**config.mk**
```make
export PLATFORM = sky130hd
export DESIGN_NAME = dwrpd_pd
export DESIGN_NICKNAME = d
export VERILOG_FILES = /design/src/design/dwrpd_pkg.sv /design/src/design/dwrpd_pd.sv
export SDC_FILE = /design/constraint.sdc
export NUM_CORES = 2
export LEC_CHECK = 0
export BUFFER_PORTS_ARGS = -buffer_cell sky130_fd_sc_hd__buf_2
export CAP_MARGIN = 20
export CORE_MARGIN = 2
export CORE_UTILIZATION = 45
export DETAILED_ROUTE_END_ITERATION = 8
export PLACE_DENSITY = 0.67
export SLEW_MARGIN = 20
export SYNTH_ARGS = -nofsm -noshare
export SYNTH_HDL_FRONTEND = slang
export SYNTH_SLANG_ARGS = --single-unit
```
**constraint.sdc**
```tcl
create_clock -name clk -period 8.6 [get_ports clk]
set_input_delay 0.86 -clock clk [delete_from_list [all_inputs] [get_ports clk]]
set_output_delay 0.86 -clock clk [all_outputs]
set_load 0.03 [all_outputs]
```
**src/design/dwrpd_pkg.sv**
```systemverilog
// types and constants of the dual wheel ramped pd speed controller
package dwrpd_pkg;

    localparam int CFG_IDX_W  = 3;
    localparam int CFG_DATA_W = 16;

    localparam logic [CFG_IDX_W-1:0] CFG_ACCEL_STEP       = 3'd0;
    localparam logic [CFG_IDX_W-1:0] CFG_DECEL_STEP       = 3'd1;
    localparam logic [CFG_IDX_W-1:0] CFG_PROP_GAIN_LEFT   = 3'd2;
    localparam logic [CFG_IDX_W-1:0] CFG_DERIV_GAIN_LEFT  = 3'd3;
    localparam logic [CFG_IDX_W-1:0] CFG_PROP_GAIN_RIGHT  = 3'd4;
    localparam logic [CFG_IDX_W-1:0] CFG_DERIV_GAIN_RIGHT = 3'd5;

    localparam logic [7:0]  ACCEL_STEP_RST = 8'd2;
    localparam logic [7:0]  DECEL_STEP_RST = 8'd3;
    localparam logic [15:0] PROP_GAIN_RST  = 16'd20;
    localparam logic [15:0] DERIV_GAIN_RST = 16'd100;

    // per wheel data after the state update
    typedef struct packed {
        logic signed [15:0] ramp;
        logic signed [31:0] err;
        logic signed [32:0] diff;
        logic        [31:0] total;
    } wheel_s1_t;

    // pipeline stage enables
    typedef struct packed {
        logic en2;
        logic en3;
    } pipe_ctl_t;

endpackage

```
**src/design/dwrpd_pd.sv**
```systemverilog
// pd drive: registered gain products, then sum and 16-bit saturation
module dwrpd_pd (
    input  logic                   clk,
    input  dwrpd_pkg::pipe_ctl_t   ctl,
    input  dwrpd_pkg::wheel_s1_t   s1,
    input  logic            [15:0] prop_gain,
    input  logic            [15:0] deriv_gain,
    output logic signed     [15:0] drive,
    output logic signed     [15:0] speed
);

    logic signed [48:0] prop_reg;
    logic signed [49:0] deriv_reg;
    logic signed [15:0] ramp2_reg;
    logic signed [15:0] drive_reg;
    logic signed [15:0] speed_reg;

    logic signed [48:0] prop_next;
    logic signed [49:0] deriv_next;
    logic signed [50:0] sum;
    logic signed [15:0] drive_next;

    assign prop_next  = $signed({1'b0, prop_gain}) * s1.err;
    assign deriv_next = $signed({1'b0, deriv_gain}) * s1.diff;

    always_comb
    begin
        sum = {{2{prop_reg[48]}}, prop_reg} + {deriv_reg[49], deriv_reg};
        if (sum > 51'sd32767)
        begin
            drive_next = 16'sh7fff;
        end
        else if (sum < -51'sd32768)
        begin
            drive_next = 16'sh8000;
        end
        else
        begin
            drive_next = sum[15:0];
        end
    end

    always_ff @(posedge clk)
    begin
        if (ctl.en2)
        begin
            prop_reg  <= prop_next;
            deriv_reg <= deriv_next;
            ramp2_reg <= s1.ramp;
        end
        if (ctl.en3)
        begin
            drive_reg <= drive_next;
            speed_reg <= ramp2_reg;
        end
    end

    assign drive = drive_reg;
    assign speed = speed_reg;

endmodule

```
After elaboration in Yosys (flattened, before gate mapping)

Cells that the tools add are included.

Output and inout bits: 32
Register bits: 147

Multiply operators: 2
Magnitude comparators: 2
Add/subtract/negate cells: 1
Mux-type cells: 1

Operators by type and width:

| operator                                                                        | count |
|---|---|
| 49-bit by 50-bit adder with 51-bit output                                       | 1 |
| 51-bit by 16-bit > comparator with 1-bit output (second input constant)         | 1 |
| 51-bit by 16-bit less-than comparator with 1-bit output (second input constant) | 1 |
| 17-bit by 33-bit multiplier with 50-bit output                                  | 1 |
| 17-bit by 32-bit multiplier with 49-bit output                                  | 1 |
| 16-bit 2-to-1 mux                                                               | 1 |

Logic depth before layout (Yosys ltp)

Depth in word-level cells: 3
Gate-level depth with buffers: 27
Depth with buffers taken out: 25

Worst setup path after synthesis

No wires, ideal clock.

Kind: input to register
Start: in s1[39] (netlist name)
End: reg deriv_reg[43] (data pin)
Path slack: 1.550 ns
Stages: 25
Required time: 8.340 ns
Buffers on the path: 1
Arrival: 6.790 ns
Setup time: 0.260 ns
Cell sequence: clkbuf_1 -> nand2_1 -> fa_1 -> inv_1 -> fa_1 -> inv_1 -> fa_1 -> inv_1 -> fa_1 -> fa_1 -> inv_1 -> fa_1 -> inv_1 -> ha_1 -> nand3_1 -> nor2_1 -> nand2_1 -> or3b_2 -> a31oi_1 -> o21ai_0 -> a211oi_1 -> nor2_1 -> o21ai_0 -> a41oi_1 -> xnor2_1

Word-level cells in the longest chain between the ends: 1

RTL lines:

| what                                           | line           | source |
|---|---|---|
| start, declared                                | dwrpd_pd.sv:5  | `input dwrpd_pkg::wheel_s1_t s1,` |
| 17-bit by 33-bit multiplier with 50-bit output | dwrpd_pd.sv:24 | `assign deriv_next = $signed({1'b0, deriv_gain}) * s1.diff;` |
| net deriv_next[43]                             | dwrpd_pd.sv:19 | `logic signed [49:0] deriv_next;` |
| end signal, assigned                           | dwrpd_pd.sv:48 | `deriv_reg <= deriv_next;` |
| end, declared                                  | dwrpd_pd.sv:13 | `logic signed [49:0] deriv_reg;` |

The timed path passes the listed nets, and every way through them passes these cells.
A chain may end at the register's enable or synchronous reset.

Worst setup path in the final report

Start: in deriv_gain[2]
End: reg deriv_reg[43] (data pin)

Word-level cells in the longest chain between the ends: 1

RTL lines:

| what                                           | line           | source |
|---|---|---|
| start, declared                                | dwrpd_pd.sv:7  | `input logic [15:0] deriv_gain,` |
| 17-bit by 33-bit multiplier with 50-bit output | dwrpd_pd.sv:24 |  |
| net deriv_next[43]                             | dwrpd_pd.sv:19 |  |

The timed path passes the listed nets, and every way through them passes these cells.

==> impl_results.md <==
- Setup Buffers After CTS: 0
- Via density: 5.24
- Count leader, synth: inv_1
- CTS H-tree lvls: 4
- Fin crit period: 7.66 ns
- Final setup fails: 0
- Antenna violations before repair: 0
- First-pass GRT wire length: 178,000 µm
- Setup TNS Final: 0 ns
- Final hold vios: 0
- Post-synthesis sequential area ratio: 9.95%
- Clock Tree Root: clkbuf_16
- GRT Overall Usage: 21.9%
- WL final: 106,000 µm
- CTS Buf Count: 17
- Number of DRC markers in iteration 0: 2,122
- Largest net degree at the start of global routing: 62
- Worst setup SP type: input pin
- Synthesized flop and latch total: 147
- Area growth from synthesis to layout: 5.31%
- Register area: 0.00441 mm²
- Synth area leader: fa_1
- Clock Pin Slew Worst Setup and Hold Paths: 0.07 ns
- Hold path cells: 0
- Post-CTS sizing: 0
- Measured slew at the worst slew-check pin: 1.30 ns
- Worst Reg-to-Reg Cells: 13
- Worst-path fanout max: 23
- TritonCTS clock tree: yes
- RSZ-0062 raised after global routing: false
- Post-DRT Antenna Nets: 0
- Max reg flops: 50
- Fin crit share: 89.1%
- Via Count: 32.2k
- Final net count: 6,267
- GPL Wtd Cong: 0.898
- WL/cell: 17.2 µm
- Initial Utilization: 45.3%
- IO buf count: 147
- CORE AREA: 0.0980 mm²
- Average size of a mapped cell: 9.17 µm²
- Max Slew Vio Count: 0
- Critical Path RT: 8.78 ns
- DR pass1 iterations: 5
- Largest cells by area after synthesis: fa_1 (45%), inv_1 (10%), edfxtp_1 (10%)
- Multi-input logic area: 0.0347 mm²
- Synth Cell Area: 0.0444 mm²
- CTS Buffer Depth: 2
- Post-synth ARST share: 0%
- Synth top area share: 44.8%
- Crit. End Element: register
- Unique cell type count in the Yosys netlist: 92
- Commonest cells in the synthesized netlist: inv_1 (1,188), fa_1 (993), nand2_1 (752)
- Die height: 318 µm
- Cell count after synthesis: 4,837
- Detailed placement HPWL: 84,400 µm
- Worst min path class: register to register
- Share of cells above drive strength 1: 5.34%
- Maxcap violations: 0
- Status: complete, no violations
- Worst Skew: 0.0158 ns
- Die footprint: 0.101 mm²
- Rows: 115
- Die W: 318 µm
- Crit Path Class: input pin to register
- EDFF count, synth: 147
- Vias in the first global route: 35.1k
- CTS Sinks: 147
- Fmax: 131 MHz
- Post-route DRC: 0
- Fillers: 9,227
- Ports: 180
- # hold bufs at CTS: 0
- Data arrival time of the worst path: 7.84 ns
- Slew HR: 13.6%
- Grt ovf: 0
- Clk Latency, worst-skew pair: 0.44 ns
- Synth Flop Type: edfxtp_1
- Syn. warnings: 0
- Syn_nets: 6,264
## per-layer routing
metal / GRT usage, % / wire length [µm]
met5: 0 / 0
met3: 2.30 / 5520
met4: 6.43 / 3140
met1: 27.9 / 42900
met2: 39.2 / 54000
## critical path, cell delays in order
cell	delay (ns)
buf_2	0.42
buf_4	0.33
nand2_1	0.11
fa_1	0.52
fa_1	0.52
fa_1	0.52
inv_1	0.06
fa_1	0.50
fa_1	0.50
inv_1	0.05
fa_1	0.51
inv_1	0.05
ha_1	0.36
nand4_1	0.16
or3_1	0.40
a31oi_1	0.32
o21ai_0	0.24
a211oi_1	0.55
nor2_1	0.15
o21ai_0	0.21
buf_4	0.17
a41oi_1	0.14
xnor2_1	0.16
## cells by family after synthesis
kind of cell / count (synthesis) / share of synthesized area (%)
AND/OR/NAND/NOR: 1409 / 15.2
buffers and inverters: 1388 / 11.9
adder cells (fa/ha/maj): 1279 / 52.9
AO/OA/AOI/OAI: 478 / 7.39
flip-flops: 147 / 9.95
XOR/XNOR: 130 / 2.57
multiplexers: 6 / 0.138
## placed cells by master (no fill, tap or decap), types with 5 or more instances in the layout
cell type	Yosys	routed
o31a_1	6	6
a21oi_1	145	145
a31oi_1	19	19
nor3_1	18	18
inv_6	0	6
a22oi_1	5	5
or3_1	5	5
ha_1	286	286
o2111ai_1	7	7
nand3b_1	5	5
o211ai_1	16	16
buf_4	1	38
mux2i_1	5	5
nand3_1	45	45
nor2b_1	15	15
fa_1	993	993
nand4b_1	5	5
nor4_1	12	12
a21boi_0	8	8
nand4_1	26	26
o31ai_1	7	7
nand2_1	752	752
o21bai_1	13	13
buf_2	8	146
and2_1	389	389
xor2_1	34	34
and3_1	20	20
nor2_1	84	84
a21o_1	80	80
xnor2_1	96	96
clkbuf_16	0	17
o21ai_1	5	5
nand2b_1	9	9
inv_1	1188	1188
edfxtp_1	147	147
a211o_1	5	5
o21a_1	15	15
a211oi_1	15	15
o21ai_0	62	62
## final cells by class
| cell class | instances | share of cell area (%) |
|---|---|---|
| Multi-Input combinational cell | 3302 | 74.2 |
| Inverter | 1188 | 9.55 |
| Sequential cell | 147 | 9.45 |
| Tap cell | 1287 | 3.45 |
| Timing Repair Buffer | 184 | 2.18 |
| Clock buffer | 18 | 0.919 |
| Clock inverter | 14 | 0.252 |
| Antenna cell | 2 | 0.0107 |
## metrics by stage
stage | hold WS, ns | std cells | setup WS (ns) | utilization, % | cell area, µm²
final | 0.421 | 6142 | 0.938 | 47.7 | 46700
after detailed placement | 0.406 | 6108 | 0.575 | 47.1 | 46200
after global placement | 0.401 | 6108 | 0.578 | 47.1 | 46200
after CTS | 0.422 | 6140 | 0.956 | 47.7 | 46700
after floorplan | 0.400 | 4837 | 1.55 | - | 44400
after global routing | 0.430 | 6140 | 0.419 | 47.7 | 46700
## final timing paths
path                                     from       endpoint  slack [ns]
worst max-delay path            deriv_gain[2]  deriv_reg[43]        0.94
worst min-delay path            ramp2_reg[13]      speed[13]        0.42
worst min register to register  ramp2_reg[13]      speed[13]        0.42
worst max register to register    prop_reg[0]      drive[14]        3.32
Power is not shown: default switching activity piles up to over one toggle a cycle in this logic, so the estimate is an artifact.
