$ cat src/design/dwrpd_pkg.sv
// types and constants of the dual wheel ramped pd speed controller
package dwrpd_pkg;

    localparam int CFG_IDX_W  = 3;
    localparam int CFG_DATA_W = 16;

    localparam logic [CFG_IDX_W-1:0] CFG_ACCEL_STEP       = 3'd0;
    localparam logic [CFG_IDX_W-1:0] CFG_DECEL_STEP       = 3'd1;
    localparam logic [CFG_IDX_W-1:0] CFG_PROP_GAIN_LEFT   = 3'd2;
    localparam logic [CFG_IDX_W-1:0] CFG_DERIV_GAIN_LEFT  = 3'd3;
    localparam logic [CFG_IDX_W-1:0] CFG_PROP_GAIN_RIGHT  = 3'd4;
    localparam logic [CFG_IDX_W-1:0] CFG_DERIV_GAIN_RIGHT = 3'd5;

    localparam logic [7:0]  ACCEL_STEP_RST = 8'd2;
    localparam logic [7:0]  DECEL_STEP_RST = 8'd3;
    localparam logic [15:0] PROP_GAIN_RST  = 16'd20;
    localparam logic [15:0] DERIV_GAIN_RST = 16'd100;

    // per wheel data after the state update
    typedef struct packed {
        logic signed [15:0] ramp;
        logic signed [31:0] err;
        logic signed [32:0] diff;
        logic        [31:0] total;
    } wheel_s1_t;

    // pipeline stage enables
    typedef struct packed {
        logic en2;
        logic en3;
    } pipe_ctl_t;

endpackage

$ cat src/design/dwrpd_wheel.sv
// per wheel state: count delta, running total, speed ramp and error accumulator
module dwrpd_wheel (
    input  logic                   clk,
    input  logic                   rst_n,
    input  logic                   accept,
    input  logic            [31:0] counter,
    input  logic signed     [15:0] target,
    input  logic            [7:0]  accel_step,
    input  logic            [7:0]  decel_step,
    output dwrpd_pkg::wheel_s1_t   s1
);

    logic        [31:0] last_reg;
    logic        [31:0] total_reg;
    logic signed [15:0] ramp_reg;
    logic signed [31:0] err_reg;
    logic signed [32:0] diff_reg;

    logic        [31:0] delta;
    logic signed [17:0] cur;
    logic signed [17:0] tgt;
    logic signed [17:0] acc;
    logic signed [17:0] dec;
    logic signed [17:0] step;
    logic signed [15:0] ramp_next;
    logic signed [33:0] err_sum;
    logic signed [31:0] err_next;
    logic signed [32:0] diff_next;

    assign delta = counter - last_reg;
    assign cur   = {{2{ramp_reg[15]}}, ramp_reg};
    assign tgt   = {{2{target[15]}}, target};
    assign acc   = $signed({10'd0, accel_step});
    assign dec   = $signed({10'd0, decel_step});

    always_comb
    begin
        step      = cur;
        ramp_next = ramp_reg;
        if (cur < tgt && !cur[17])
        begin
            step      = cur + acc;
            ramp_next = (step > tgt) ? target : step[15:0];
        end
        else if (cur > tgt && cur > 18'sd0)
        begin
            step      = cur - dec;
            ramp_next = (step < tgt) ? target : step[15:0];
        end
        else if (cur < tgt && cur[17])
        begin
            step      = cur + dec;
            ramp_next = (step > tgt) ? target : step[15:0];
        end
        else if (cur > tgt && tgt <= 18'sd0)
        begin
            step      = cur - acc;
            ramp_next = (step < tgt) ? target : step[15:0];
        end
    end

    // error accumulates speed minus delta, saturating at 32 bits
    always_comb
    begin
        err_sum = {{2{err_reg[31]}}, err_reg} + {{18{ramp_next[15]}}, ramp_next}
                - {{2{delta[31]}}, delta};
        if (err_sum[33:31] == 3'b000 || err_sum[33:31] == 3'b111)
        begin
            err_next = err_sum[31:0];
        end
        else if (err_sum[33])
        begin
            err_next = {1'b1, 31'd0};
        end
        else
        begin
            err_next = {1'b0, {31{1'b1}}};
        end
        diff_next = {err_next[31], err_next} - {err_reg[31], err_reg};
    end

    always_ff @(posedge clk or negedge rst_n)
    begin
        if (!rst_n)
        begin
            last_reg  <= '0;
            total_reg <= '0;
            ramp_reg  <= '0;
            err_reg   <= '0;
        end
        else if (accept)
        begin
            last_reg  <= counter;
            total_reg <= total_reg + delta;
            ramp_reg  <= ramp_next;
            err_reg   <= err_next;
        end
    end

    always_ff @(posedge clk)
    begin
        if (accept)
        begin
            diff_reg <= diff_next;
        end
    end

    assign s1.ramp  = ramp_reg;
    assign s1.err   = err_reg;
    assign s1.diff  = diff_reg;
    assign s1.total = total_reg;

endmodule

$ cat config.mk
export PLATFORM = sky130hd
export DESIGN_NAME = dwrpd_wheel
export DESIGN_NICKNAME = d
export VERILOG_FILES = /design/src/design/dwrpd_pkg.sv /design/src/design/dwrpd_wheel.sv
export SDC_FILE = /design/constraint.sdc
export NUM_CORES = 1
export LEC_CHECK = 0
export BUFFER_PORTS_ARGS = -buffer_cell sky130_fd_sc_hd__buf_2
export CAP_MARGIN = 20
export CELL_PAD_IN_SITES_DETAIL_PLACEMENT = 1
export CELL_PAD_IN_SITES_GLOBAL_PLACEMENT = 2
export CORE_AREA = 2 2 215 217
export DETAILED_ROUTE_END_ITERATION = 10
export DIE_AREA = 0 0 217 219
export PLACE_DENSITY_LB_ADDON = 0.1
export SYNTH_ARGS = -nofsm -noshare
export SYNTH_HDL_FRONTEND = slang
export SYNTH_SLANG_ARGS = --single-unit
$ cat constraint.sdc
create_clock -name clk -period 22.1 [get_ports clk]
set_input_delay 6.63 -clock clk [delete_from_list [all_inputs] [get_ports clk]]
set_output_delay 6.63 -clock clk [all_outputs]
set_load 0.05 [all_outputs]
Word-level counts from Yosys, hierarchy flattened. Index checks and enable logic that the tools add are counted.

Bits in registers: 145. Word-level logic and storage cells: 40. Output and inout bits: 113. Input port bits: 67.

Add/sub/neg operators: 9. Reduce and logical (&&, ||, !) cells: 7. Equality and inequality tests: 1. Mux-type cells: 10. $lt $le $gt $ge: 8.

Operators by type and width (number): $mux W16 (8); $mux W32 (2); $add A16 B9 Y17 (2); $gt A17 B16 Y1 (2); $lt A17 B16 Y1 (2); $sub A16 B9 Y17 (2); $sub A33 B32 Y34 (1); $add A32 B16 Y33 (1); $sub A32 B32 Y33 (1); $add A32 B32 Y32 (1); $sub A32 B32 Y32 (1); $gt A16 B1 Y1 const B (1); $gt A16 B16 Y1 (1); $le A16 B1 Y1 const B (1); $lt A16 B16 Y1 (1); $logic_and A1 B1 Y1 (4); $eq A3 B3 Y1 const B (1); $logic_not A3 Y1 (1); $logic_not A1 Y1 (1); $logic_or A1 B1 Y1 (1).

Depth between registers and ports, before layout. Gate-level depths: netlist (run 1).

Word-level depth: 13. Mapped depth: 52. Gate-level depth less buffers: 50.

Worst setup path after synthesis (run 1). No wires, ideal clock.

Path kind: input to register. Start: in accel_step[0]. End: reg diff_reg[30], data pin. Path slack: 5.011 ns. Stages: 48. Setup time: 0.263 ns. Arrival: 16.826 ns. Data required time: 21.837 ns. Cell sequence: ha_1 > fa_1 > nor2b_1 > o21ai_0 > a21oi_1 > o21ai_0 > a21oi_1 > nor3_1 > xnor2_1 > inv_1 > ha_1 > a21o_1 > a21o_1 > a211oi_1 > o31ai_1 > o21a_1 > buf_2 > nor2_2 > [12 not listed] > a21o_1 > a21bo_2 > a32oi_4 > buf_4 > and2_1 > ha_1 > inv_1 > fa_1 > a21o_1 > a21o_1 > a21oi_1 > o21ai_1 > a2111oi_2 > o21ai_1 > a21oi_1 > a21oi_1 > o41ai_2 > xnor2_1.

Longest elaborated chain between the ends: 13.

RTL lines: from (decl) (line dwrpd_wheel.sv:8) `input logic [7:0] accel_step,`; $sub A16 B9 Y17 (line dwrpd_wheel.sv:57) `step = cur - acc;`; $lt A17 B16 Y1 (line dwrpd_wheel.sv:58) `ramp_next = (step < tgt) ? target : step[15:0];`; $mux W16 (line dwrpd_wheel.sv:58); $mux W16 (line dwrpd_wheel.sv:55) `else if (cur > tgt && tgt <= 18'sd0)`; $mux W16 (line dwrpd_wheel.sv:50) `else if (cur < tgt && cur[17])`; $mux W16 (line dwrpd_wheel.sv:45) `else if (cur > tgt && cur > 18'sd0)`; $mux W16 * (line dwrpd_wheel.sv:40) `if (cur < tgt && !cur[17])`; net ramp_next[15] (line dwrpd_wheel.sv:25) `logic signed [15:0] ramp_next;`; $add A32 B16 Y33 * (line dwrpd_wheel.sv:65) `err_sum = {{2{err_reg[31]}}, err_reg} + {{18{ramp_next[15]}}, ramp_next}`; $sub A33 B32 Y34 * (line dwrpd_wheel.sv:66) `- {{2{delta[31]}}, delta};`; $eq A3 B3 Y1 or $logic_not A3 Y1 (tied branches) (line dwrpd_wheel.sv:67) `if (err_sum[33:31] == 3'b000 || err_sum[33:31] == 3'b111)`; $logic_or A1 B1 Y1 (line dwrpd_wheel.sv:67); $mux W32 * (line dwrpd_wheel.sv:67); $sub A32 B32 Y33 * (line dwrpd_wheel.sv:79) `diff_next = {err_next[31], err_next} - {err_reg[31], err_reg};`; net diff_next[30] (line dwrpd_wheel.sv:28) `logic signed [32:0] diff_next;`; to (signal assigned) (line dwrpd_wheel.sv:104) `diff_reg <= diff_next;`; to (decl) (line dwrpd_wheel.sv:17) `logic signed [32:0] diff_reg;`.

The timed path passes the listed nets; every way through them passes the cells marked *. A chain may end at the register's enable or synchronous reset.

Worst setup path in the final report (run 1).
Start: in decel_step[1]. End: reg diff_reg[31], data pin.

Longest elaborated chain between the ends: 12.

RTL lines: from (decl) (line dwrpd_wheel.sv:9) `input logic [7:0] decel_step,`; $add A16 B9 Y17 (line dwrpd_wheel.sv:52) `step = cur + dec;`; $gt A17 B16 Y1 (line dwrpd_wheel.sv:53) `ramp_next = (step > tgt) ? target : step[15:0];`; $mux W16 (line dwrpd_wheel.sv:53); $mux W16 (line dwrpd_wheel.sv:50); $mux W16 * (line dwrpd_wheel.sv:45); $mux W16 * (line dwrpd_wheel.sv:40); net ramp_next[15] (line dwrpd_wheel.sv:25); $add A32 B16 Y33 * (line dwrpd_wheel.sv:65); $sub A33 B32 Y34 * (line dwrpd_wheel.sv:66); $eq A3 B3 Y1 or $logic_not A3 Y1 (tied branches) (line dwrpd_wheel.sv:67); $logic_or A1 B1 Y1 (line dwrpd_wheel.sv:67); $mux W32 * (line dwrpd_wheel.sv:67); net err_next[1] (line dwrpd_wheel.sv:27) `logic signed [31:0] err_next;`; $sub A32 B32 Y33 * (line dwrpd_wheel.sv:79); net diff_next[31] (line dwrpd_wheel.sv:28).

Marked as above.

==> reports/qor.yml, run 1 <==
outcome:
  outcome: "finished, final reports clean"
hold_path:
  min_to: "total_reg[31]"
  hold_start: "total_reg[31]"
  hold_depth: 1
  min_path_type: "flip-flop to flip-flop"
placement:
  dp_hpwl_um: 52900
  gp_congestion: 0.943
  io_buffers: 179
  preCtsSetupSlack_ns: 2.62
worst_setup_path:
  r2r_end: "diff_reg[31]"
  path_common_cell: "ha_1"
  end_kind: "flip-flop"
  reg2regPathDepth: 45
  critical_path.max_fanout: 62
  cpMaxStageDelayCell: "a2111oi_0"
  reg2reg_slack_ns: 8.94
  cp_slowest_stage_delay_ns: 0.97
  arrival_ns: 19.05
  r2r-start: "ramp_reg[1]"
  crit_type: "input port to flip-flop"
  cp_data_required_time_ns: 22.31
  startpoint_type: "input port"
die:
  ios: 180
  dieWidth_um: 217
  row_count: 78
  coreArea_um2: 45100
  dieArea_um2: 47500
  start_util_pct: 39.7
  fp.dieH_um: 219
flow_run:
  drv_cap: 0
cells_and_area:
  synthToLayoutAreaGrowth_pct: 11.8
  final_layout_size_suffix_gt1_share_pct: 13.7
  fin_nets: 2628
  largest_register_ffs: 33
  diodes: 0
  layout_common_cells: "ha_1 (242), inv_1 (196), a21oi_1 (196), buf_2 (177), nor2_1 (165)"
  layout_commonest_cell: "ha_1"
yosys:
  synth_edf_count: 33
  ys_ff_latch: 145
  synth_area_per_cell_um2: 8.39
  ys_warn_count: 0
  syn_inst: 2136
  synthesis.nets: 2484
  synthDistinctLibCells: 97
  seq_area_frac_synth_pct: 21.2
  synth_async_sr_flop_share_pct: 77.2
  ys.flop_type: "dfrtp_1"
  syn_area_um2: 17900
timing:
  relSlewSlack_pct: 14.8
  worst_slack_ns: 3.26
  rsz0062_at_grt: "no"
  fin_crit_sh_pct: 85.3
  finClkSkew_ns: 0.0106
  tightest_slew_ns: 1.28
  drv_slew: 0
  period_minus_slack_ns: 18.84
  finalSetupTns_ns: 0
  setup_violations: 0
  finalHoldViolations: 0
  max_freq_ghz: 0.0531
route:
  drt-total-wl_um: 65300
  drtAntennaViolNets: 0
  route.detailed.drc: 0
  drt_first_pass_iters: 5
  vias: 16800
  first_iter_violations: 739
  viasPerCell: 5.80
  avgRoutedWirePerCell_um: 22.6
grt:
  grt_overflow: 0
  grt_pass1_wl_um: 102000
  antenna_found_initial: 0
  grt_max_degree: 108
  track_usage_pct: 27.7
  grt_pass1_vias: 17700
clock_network:
  cts_buffers: 17
  clk_path_buf_depth: 2
  postCtsHoldBufs: 0
  post_cts_resized: 0
  cts_tree: "built"
  cts_htree_levels: 4
  root_buffer: "clkbuf_16"
  cts.sinks: 145
  worst_skew_pair.late_latency_ns: 0.45
  path_clk_slew_ns: 0.07
  cts_setup_buffers: 0
[worst max path at each step]
| stage | start | to | slack (ns) | depth (start not counted) |
|---|---|---|---|---|
| CTS | decel_step[1] | diff_reg[30] | 3.03 | 49 |
| global placement | decel_step[1] | diff_reg[31] | 2.74 | 47 |
| global route | decel_step[1] | diff_reg[31] | 2.30 | 47 |
| detailed placement | decel_step[1] | diff_reg[31] | 2.62 | 47 |
| finish | decel_step[1] | diff_reg[31] | 3.26 | 47 |
| floorplan | accel_step[0] | diff_reg[30] | 5.01 | 48 |
[stage by stage]
step           utilization (%)  cells  hold slack [ns]  cell area [µm²]
5_1_grt                   44.4   2893            0.492            20000
4_1_cts                   44.4   2892            0.471            20000
3_3_place_gp              43.0   2860            0.451            19400
3_5_place_dp              43.0   2860            0.455            19400
6_report                  44.4   2893            0.472            20000
2_1_floorplan                -   2136            0.485            17900
[Yosys cell counts (19+ instances only)]
master	n	area share [%]
a211oi_1	28	1.2
a311oi_1	39	1.9
fa_1	39	4.4
nand2_1	131	2.7
nor3_1	31	0.87
a21oi_1	197	5.5
nand2b_1	21	0.73
buf_2	20	0.56
mux2_2	47	3.0
nand3_1	30	0.84
clkbuf_1	44	0.92
a21o_1	94	3.9
o211ai_1	19	0.80
inv_1	196	4.1
dfrtp_1	112	16
xor2_1	50	2.4
xnor2_1	107	5.2
nand4_1	24	0.84
ha_1	242	17
o21ai_0	119	3.3
edfxtp_1	33	5.5
o21bai_1	20	0.84
o21a_1	26	1.1
nor2_1	165	3.5
nor2b_1	28	0.98
[routing by layer]
metal | vias to the layer above | global-route usage, % | routed length [µm]
li1 | 8031 | - | -
met5 | - | 0 | 0
met2 | 349 | 52.1 | 34500
met1 | 8270 | 31.2 | 25900
met4 | 0 | 13.1 | 2980
met3 | 131 | 2.65 | 1910
[logic make-up (layout without fill, tap and decap cells)]
group	count (synthesis)	after routing	share of synthesized area, %
DFF	145	145	21.2
xor gates and xnor gates	157	157	7.67
buffers and inverters	270	427	5.90
AOI/OAI and AO/OA	693	693	25.9
muxes	64	64	3.99
adders and majority gates	281	281	21.3
and+or+nand+nor	526	526	14.1
[cell type report]
type                    instances  area [µm²]
inverters                     198         743
flip-flops and latches        145        3790
clock inverters                 7        93.8
multi-input cells            1721       13100
well taps                     600         751
fillers                      5437       25100
clock buffers                  25         528
repair buffers                197        1050
[critical path: cells and delay by family]
family | cells | cell delay, ns
buffers and inverters | 5 | 1.10
adders and majority gates | 5 | 1.63
and+or+nand+nor | 10 | 1.69
muxes | 1 | 0.18
AOI/OAI and AO/OA | 26 | 7.73
Power of run 1 is not shown: default switching activity piles up to over one toggle a cycle in this logic, so the estimate is an artifact.
==> run 2, diff against run 1 <==
--- a/config.mk
+++ b/config.mk
@@ -12,6 +12,7 @@
 export CORE_AREA = 2 2 215 217
 export DETAILED_ROUTE_END_ITERATION = 10
 export DIE_AREA = 0 0 217 219
+export GPL_TIMING_DRIVEN = 0
 export PLACE_DENSITY_LB_ADDON = 0.1
 export SYNTH_ARGS = -nofsm -noshare
 export SYNTH_HDL_FRONTEND = slang
==> run 2 against run 1 <==
Count of clock-buffer cells in the layout is 3 lower. Non-clock buffer count is 57 higher. Via count is 2.1% higher. Critical endpoint unchanged.
==> reports/qor.yml, run 2 (synthesis gave the netlist of run 1 again) <==
outcome:
  outcome: "finished, final reports clean"
clock_network:
  cts_htree_levels: 4
  clk_path_buf_depth: 2
  path_clk_slew_ns: 0.06
  cts_buffers: 17
  cts_setup_buffers: 0
  post_cts_resized: 0
  worst_skew_pair.late_latency_ns: 0.46
  cts_tree: "built"
  root_buffer: "clkbuf_16"
  cts.sinks: 145
  postCtsHoldBufs: 0
cells_and_area:
  synthToLayoutAreaGrowth_pct: 13.3
  fin_nets: 2685
  layout_common_cells: "ha_1 (242), buf_2 (198), a21oi_1 (197), inv_1 (196), nor2_1 (165)"
  final_layout_size_suffix_gt1_share_pct: 13.8
  largest_register_ffs: 33
  diodes: 0
  fin_cells: 2948
  layout_commonest_cell: "ha_1"
  design_area_um2: 20300
worst_setup_path:
  end_kind: "flip-flop"
  cpMaxStageDelayCell: "a311oi_1"
  cp_top_family: "compound AO/OA/AOI/OAI gates"
  cp_slowest_stage_delay_ns: 0.89
  reg2regPathDepth: 44
  reg2reg_slack_ns: 8.07
  cp.buffers_inverters: 3
  cp_data_required_time_ns: 22.30
  cp-endpoint: "diff_reg[31]"
  r2r_end: "diff_reg[31]"
  crit_type: "input port to flip-flop"
  critical_path.max_fanout: 12
  startpoint_type: "input port"
  startpoint: "accel_step[0]"
  r2r-start: "ramp_reg[1]"
  arrival_ns: 19.74
  crit_cells: 45
placement:
  io_buffers: 179
  dp_hpwl_um: 56100
  gp_congestion: 0.895
  place_inst: 2918
  placed_cell_area_um2: 19600
timing:
  whs_ns: 0.488
  relSlewSlack_pct: 8.88
  drv_slew: 0
  tightest_slew_ns: 1.37
  rsz0062_at_grt: "no"
  finalHoldViolations: 0
  setup_violations: 0
  finClkSkew_ns: 0.0160
  fin_crit_sh_pct: 88.4
  max_freq_ghz: 0.0512
  period_minus_slack_ns: 19.54
  finalSetupTns_ns: 0
hold_path:
  min_path_type: "flip-flop to flip-flop"
  hold_start: "total_reg[31]"
route:
  wl_met1_um: 26800
  avgRoutedWirePerCell_um: 23.0
  drt_first_pass_iters: 5
  highest_layer: "met4"
  first_iter_violations: 798
  met2WireLength_um: 35700
  route.detailed.drc: 0
  drt-total-wl_um: 67700
  drtAntennaViolNets: 0
  vias: 17100
  viasPerCell: 5.81
  route.met3.wl_um: 2030
flow_run:
  drv_cap: 0
die:
  row_count: 78
  coreArea_um2: 45100
  ios: 180
  dieArea_um2: 47500
  fp.dieH_um: 219
  start_util_pct: 39.7
  dieWidth_um: 217
grt:
  grt_overflow: 0
  grt_pass1_vias: 18300
  track_usage_pct: 28.7
  antenna_found_initial: 0
  grt_pass1_wl_um: 105000
  grt_max_degree: 58
## run 2: routing by layer
metal / track usage (%) / vias to the layer above
li1: - / 8157
met1: 31.6 / 8471
met2: 54.3 / 354
met3: 3.26 / 148
met4: 14.0 / 0
met5: 0 / -
## run 2: metrics by stage
step,setup WS [ns],util (%)
CTS,2.77,45.0
global route,1.85,45.0
floorplan,5.01,-
global placement,1.75,43.4
detailed placement,2.44,43.6
finish,2.56,45.0
## run 2: area by class of cell
cell class                 instances  area, µm²
fill                            5525      24800
sequential                       145       3790
clock inverter                     8        146
inverter                         198        743
tap                              600        751
timing repair buffer             182        972
buffer                            72        314
clock buffer                      22        517
multi-input combinational       1721      13100
## run 2: worst min-delay path by stage
stage / endpoint / slack [ns] / cells past startpoint
final: total_reg[31] / 0.49 / 1
after global routing: total_reg[31] / 0.52 / 1
after CTS: total_reg[31] / 0.50 / 1
after detailed placement: total_reg[31] / 0.49 / 1
after global placement: total_reg[31] / 0.45 / 1
after floorplan: last_reg[0] / 0.48 / 1
Power of run 2 is left out for the same reason.
